### config.mk
export PLATFORM = sky130hd
export DESIGN_NAME = segx_div_cell
export DESIGN_NICKNAME = d
export VERILOG_FILES = /design/src/hdl/segx_pkg.sv /design/src/hdl/segx_div_cell.sv
export SDC_FILE = /design/constraint.sdc
export NUM_CORES = 1
export LEC_CHECK = 0
export BUFFER_PORTS_ARGS = -buffer_cell sky130_fd_sc_hd__buf_4
export CELL_PAD_IN_SITES_DETAIL_PLACEMENT = 1
export CELL_PAD_IN_SITES_GLOBAL_PLACEMENT = 1
export CORE_MARGIN = 5
export CORE_UTILIZATION = 30
export DETAILED_ROUTE_END_ITERATION = 10
export PLACE_DENSITY_LB_ADDON = 0.08
export SETUP_SLACK_MARGIN = 0.15
export SYNTH_ARGS = -nofsm -noshare
export SYNTH_HDL_FRONTEND = slang
export SYNTH_SLANG_ARGS = --single-unit
### constraint.sdc
create_clock -name clk -period 7.5 [get_ports clk]
set_input_delay 0.375 -clock clk [delete_from_list [all_inputs] [get_ports clk]]
set_output_delay 0.375 -clock clk [all_outputs]
set_load 0.02 [all_outputs]
### src/hdl/segx_pkg.sv
// shared widths and types for the segment intersection core
package segx_pkg;

    localparam int COORD_BITS = 16;
    localparam int DIFF_W     = COORD_BITS + 1;
    localparam int DEN_W      = 2 * COORD_BITS + 3;
    localparam int PROD_W     = DEN_W + DIFF_W;
    localparam int NUM_W      = PROD_W + 2;
    localparam int QUO_W      = COORD_BITS + 1;

    // payload handed from cell to cell in the divider chain
    typedef struct packed {
        logic                  hit;
        logic                  neg_x;
        logic                  neg_y;
        logic [COORD_BITS-1:0] ax0;
        logic [COORD_BITS-1:0] ay0;
        logic [NUM_W-1:0]      rx;
        logic [NUM_W-1:0]      ry;
        logic [NUM_W-1:0]      d;
        logic [QUO_W-1:0]      qx;
        logic [QUO_W-1:0]      qy;
    } div_t;

endpackage

### src/hdl/segx_div_cell.sv
// one restoring-division cell: settles one quotient bit for both axes
module segx_div_cell
    import segx_pkg::*;
#(
    parameter int IDX = 0
)
(
    input  logic clk,
    input  logic rst_n,
    input  logic in_valid,
    output logic in_ready,
    input  div_t in_data,
    output logic out_valid,
    input  logic out_ready,
    output div_t out_data
);

    logic       v_reg;
    div_t       d_reg;
    div_t       d_next;
    logic [NUM_W-1:0] dsh;

    assign in_ready = !v_reg || out_ready;

    // trial subtract of the shifted divisor
    always_comb
    begin
        dsh    = in_data.d << IDX;
        d_next = in_data;
        if (in_data.rx >= dsh)
        begin
            d_next.rx      = in_data.rx - dsh;
            d_next.qx[IDX] = 1'b1;
        end
        if (in_data.ry >= dsh)
        begin
            d_next.ry      = in_data.ry - dsh;
            d_next.qy[IDX] = 1'b1;
        end
    end

    always_ff @(posedge clk or negedge rst_n)
    begin
        if (!rst_n)
            v_reg <= 1'b0;
        else if (in_ready)
            v_reg <= in_valid;
    end

    always_ff @(posedge clk)
    begin
        if (in_ready) d_reg <= d_next;
    end

    assign out_valid = v_reg;
    assign out_data  = d_reg;

endmodule

==> reports/results.ini <==
[sta]
clock-skew-final_ns=0.0168
tns_ns=0
timing.final.ws_setup_ns=2.85
fmax_mhz=215
hold_viol_final=0
rsz0062_at_grt=false
setup_viol=0
slew_headroom_pct=26.9
report.final.slew_viol_count=0
min_period_ns=4.65
fin_hold_ws_ns=0.0555
worstMarginPinSlew_ns=1.10
finalCritPeriodShare_pct=62.0

[pwr]
switching_power_mw=1.45
p_int_mw=3.02
p_per_area_nw_per_um2=213
clock_power_share_pct=31.0
seq_power_share_pct=37.3
pwr-share-comb_pct=31.7
leakage_nw=9.02
p_sw_share_pct=32.4
irDropWorstVdd_uv=202

[synthesis]
yosysUniqueCellTypes=72
syn-cell-area_um2=14800
synth_top_area_share_pct=47.0
ys_seq_area_share_pct=47.2
yosysTopAreaCell=edfxtp_1
synth.area.top_cells=edfxtp_1 (47%), ha_1 (9.2%), a21oi_1 (5.7%)
synth_nets=1746
ys_seq_elements=232
async_reset_ff_share_pct=0.431
netlist_top_cells_count=edfxtp_1 (231), a21oi_1 (167), ha_1 (108)
synth_cells=1401
synth.most_common_cell=edfxtp_1
synth-edff-count=231
synth_flop_cell=edfxtp_1
synth.avg_cell_area_um2=10.5
synth.yosys.warnings=0

[drt]
drc=0
first_iter_violations=483
antenna_left=0
via_per_inst=4.94
wl_per_cell_um=22.2
drtPass1Iterations=4
dr_total_vias=13076
drt_wl_total_um=58900

[placement]
place_ws_ns=2.73
post-dp-hpwl_um=46400
gp_congestion=0.847
portBuffers=467

[die]
coreArea_um2=48800
die_h_um=232
die_w_um=232
start_util_pct=30.2
num_rows=81
dieArea_um2=53700
io_pins=468

[final_layout]
areaGrowthSynthToFinish_pct=42.2
postLayoutCoreUtil_pct=43.0
multi_input_area_um2=7150
fin_nets=2307
nFillCells=5515
seq_area_um2=6960
drive_above_1_share_pct=26.8

[setup_path]
required_ns=7.83
crit_fanout=29
reg2reg_to=out_data[151]$_DFFE_PP_
reg2reg_depth=2
rr_startpoint=out_valid$_DFFE_PN0P_
cp-start-kind=primary input
path_class=in -> reg
reg2reg_slack_ns=4.94
critPathArrivalTime_ns=4.98
end_kind=register

[grt]
busiest_layer=met2
track_usage_pct=20.7
grt_pass1_wl_um=86700
globalRouteMet1Util_pct=25.7
grt_overflow=0
grtUsageMet2_pct=37.1
grt_start_max_net_pins=100
grt_antenna_before_repair=4
grtUsageMet3_pct=4.55
grt_pass1_vias=14237

[cts]
clk_pin_slew_ns=0.06
root_buffer=clkbuf_16
postCtsResizedCells=0
cts_max_level=1
cts_tree=done
clockBufferDepth=3
cts_num_sinks=232
numCtsBuffers=29
clk_latency_ns=0.59

[status]
status=completed

[min_path]
hold_class=in -> reg
min_from=in_data[17]
holdPathEnd=out_data[17]$_SDFFCE_PP1P_
worstHoldPathCells=2

[run]
drv_cap=0

-- layer usage --
metal  share of wire (%)  wire length, µm  vias up
met1                  42            24900     6375
met2                  50            29300      317
met5                   0                0        -
met4                 2.1             1210        0
met3                 5.8             3430       64
li1                    -                -     6320
-- flip-flops by register name, summed over array words and instances (netlist names) --
signal	cells
out_valid	1
out_data	231
-- layout make-up --
type,count,area share (%)
clock inverter,13,0.721
multi-input combinational,1015,34.1
inverter,85,1.52
tap,664,3.96
timing repair buffer,599,22.9
antenna,4,0.0477
clock buffer,36,3.58
sequential,232,33.2
-- critical path: stages --
cell and delay (ns):
dlygate4sd3_1 0.53, buf_4 0.11, inv_1 0.05, ha_1 0.39, and4_1 0.32, nand2_1 0.07, nor4_1 0.33, nor3_2 0.17
and3_1 0.20, nor2_1 0.34, a21oi_2 0.15, o21ai_1 0.29, a21o_2 0.72, buf_4 0.51, mux2_1 0.37
-- placed cells by master (no fill, tap or decap), types with 4 or more instances in the layout --
cell	synthesis	layout
buf_4	14	475
edfxtp_1	231	231
a21oi_1	167	167
dlygate4sd3_1	0	123
ha_1	108	108
nor2_1	98	98
nand2_1	90	90
inv_1	84	84
o21ai_0	64	64
mux2_1	64	64
xnor2_1	52	52
xor2_1	48	48
a21o_1	48	47
nand4_1	45	45
clkbuf_16	0	29
o21bai_1	20	20
nand3_1	19	19
a31oi_1	16	16
nor3_1	15	15
o21a_1	13	13
nand2b_1	12	11
a211oi_1	10	10
nor2b_1	10	10
and2_1	9	9
o21ai_1	9	9
and3_1	8	8
nor4_1	7	7
clkbuf_1	43	7
o211ai_1	6	6
or3_1	6	6
a41oi_1	6	6
o31ai_1	6	6
clkinv_1	0	5
diode_2	0	4
and4_1	4	4
-- power groups by stage --
stage,Clock [mW],Combinational [mW],Sequential (mW)
after global routing,1.49,1.53,1.68
after global placement,0,1.36,1.69
final,1.38,1.41,1.66
after CTS,1.44,1.43,1.66
after floorplan,0,0.615,1.89
after detailed placement,0,1.36,1.69
-- metrics by stage --
step                      total power [mW]  cells  area [µm²]
after CTS                             4.53   2644       21000
after detailed placement              3.05   2472       18800
after global placement                3.04   2472       18800
final                                 4.46   2648       21000
after floorplan                       2.50   1401       14800
after global routing                  4.69   2648       21000
-- timing repair --
item	CTS	global route
hold buffers	123	0
endpoints found under the hold margin	123	0
setup buffers	0	0
-- worst max-delay path by stage --
| stage | start | to | slack, ns | cells after the start |
|---|---|---|---|---|
| 3_5_place_dp | in_data[44] | out_data[183]$_DFFE_PP_ | 2.73 | 14 |
| 3_3_place_gp | in_data[88] | out_data[119]$_DFFE_PP_ | 2.83 | 15 |
| 6_report | in_data[44] | out_data[177]$_DFFE_PP_ | 2.85 | 15 |
| 5_1_grt | in_data[44] | out_data[172]$_DFFE_PP_ | 2.53 | 15 |
| 2_1_floorplan | out_ready | out_data[0]$_SDFFCE_PP1P_ | 0.79 | 1 |
| 4_1_cts | in_data[44] | out_data[183]$_DFFE_PP_ | 2.81 | 15 |
-- logic make-up (layout without fill, tap and decap cells) --
| family | count (synthesis) | in the layout | share of synthesized area [%] |
|---|---|---|---|
| adder cells (fa/ha/maj) | 110 | 110 | 9.43 |
| AND/OR/NAND/NOR | 334 | 334 | 10.9 |
| other | 0 | 4 | 0 |
| XOR/XNOR | 100 | 100 | 5.93 |
| flip-flops | 232 | 232 | 47.2 |
| multiplexers | 67 | 67 | 5.09 |
| AO/OA/AOI/OAI | 404 | 404 | 17.0 |
| buffers and inverters | 154 | 733 | 4.46 |
Note: power is estimated with default switching activity, not from simulation.
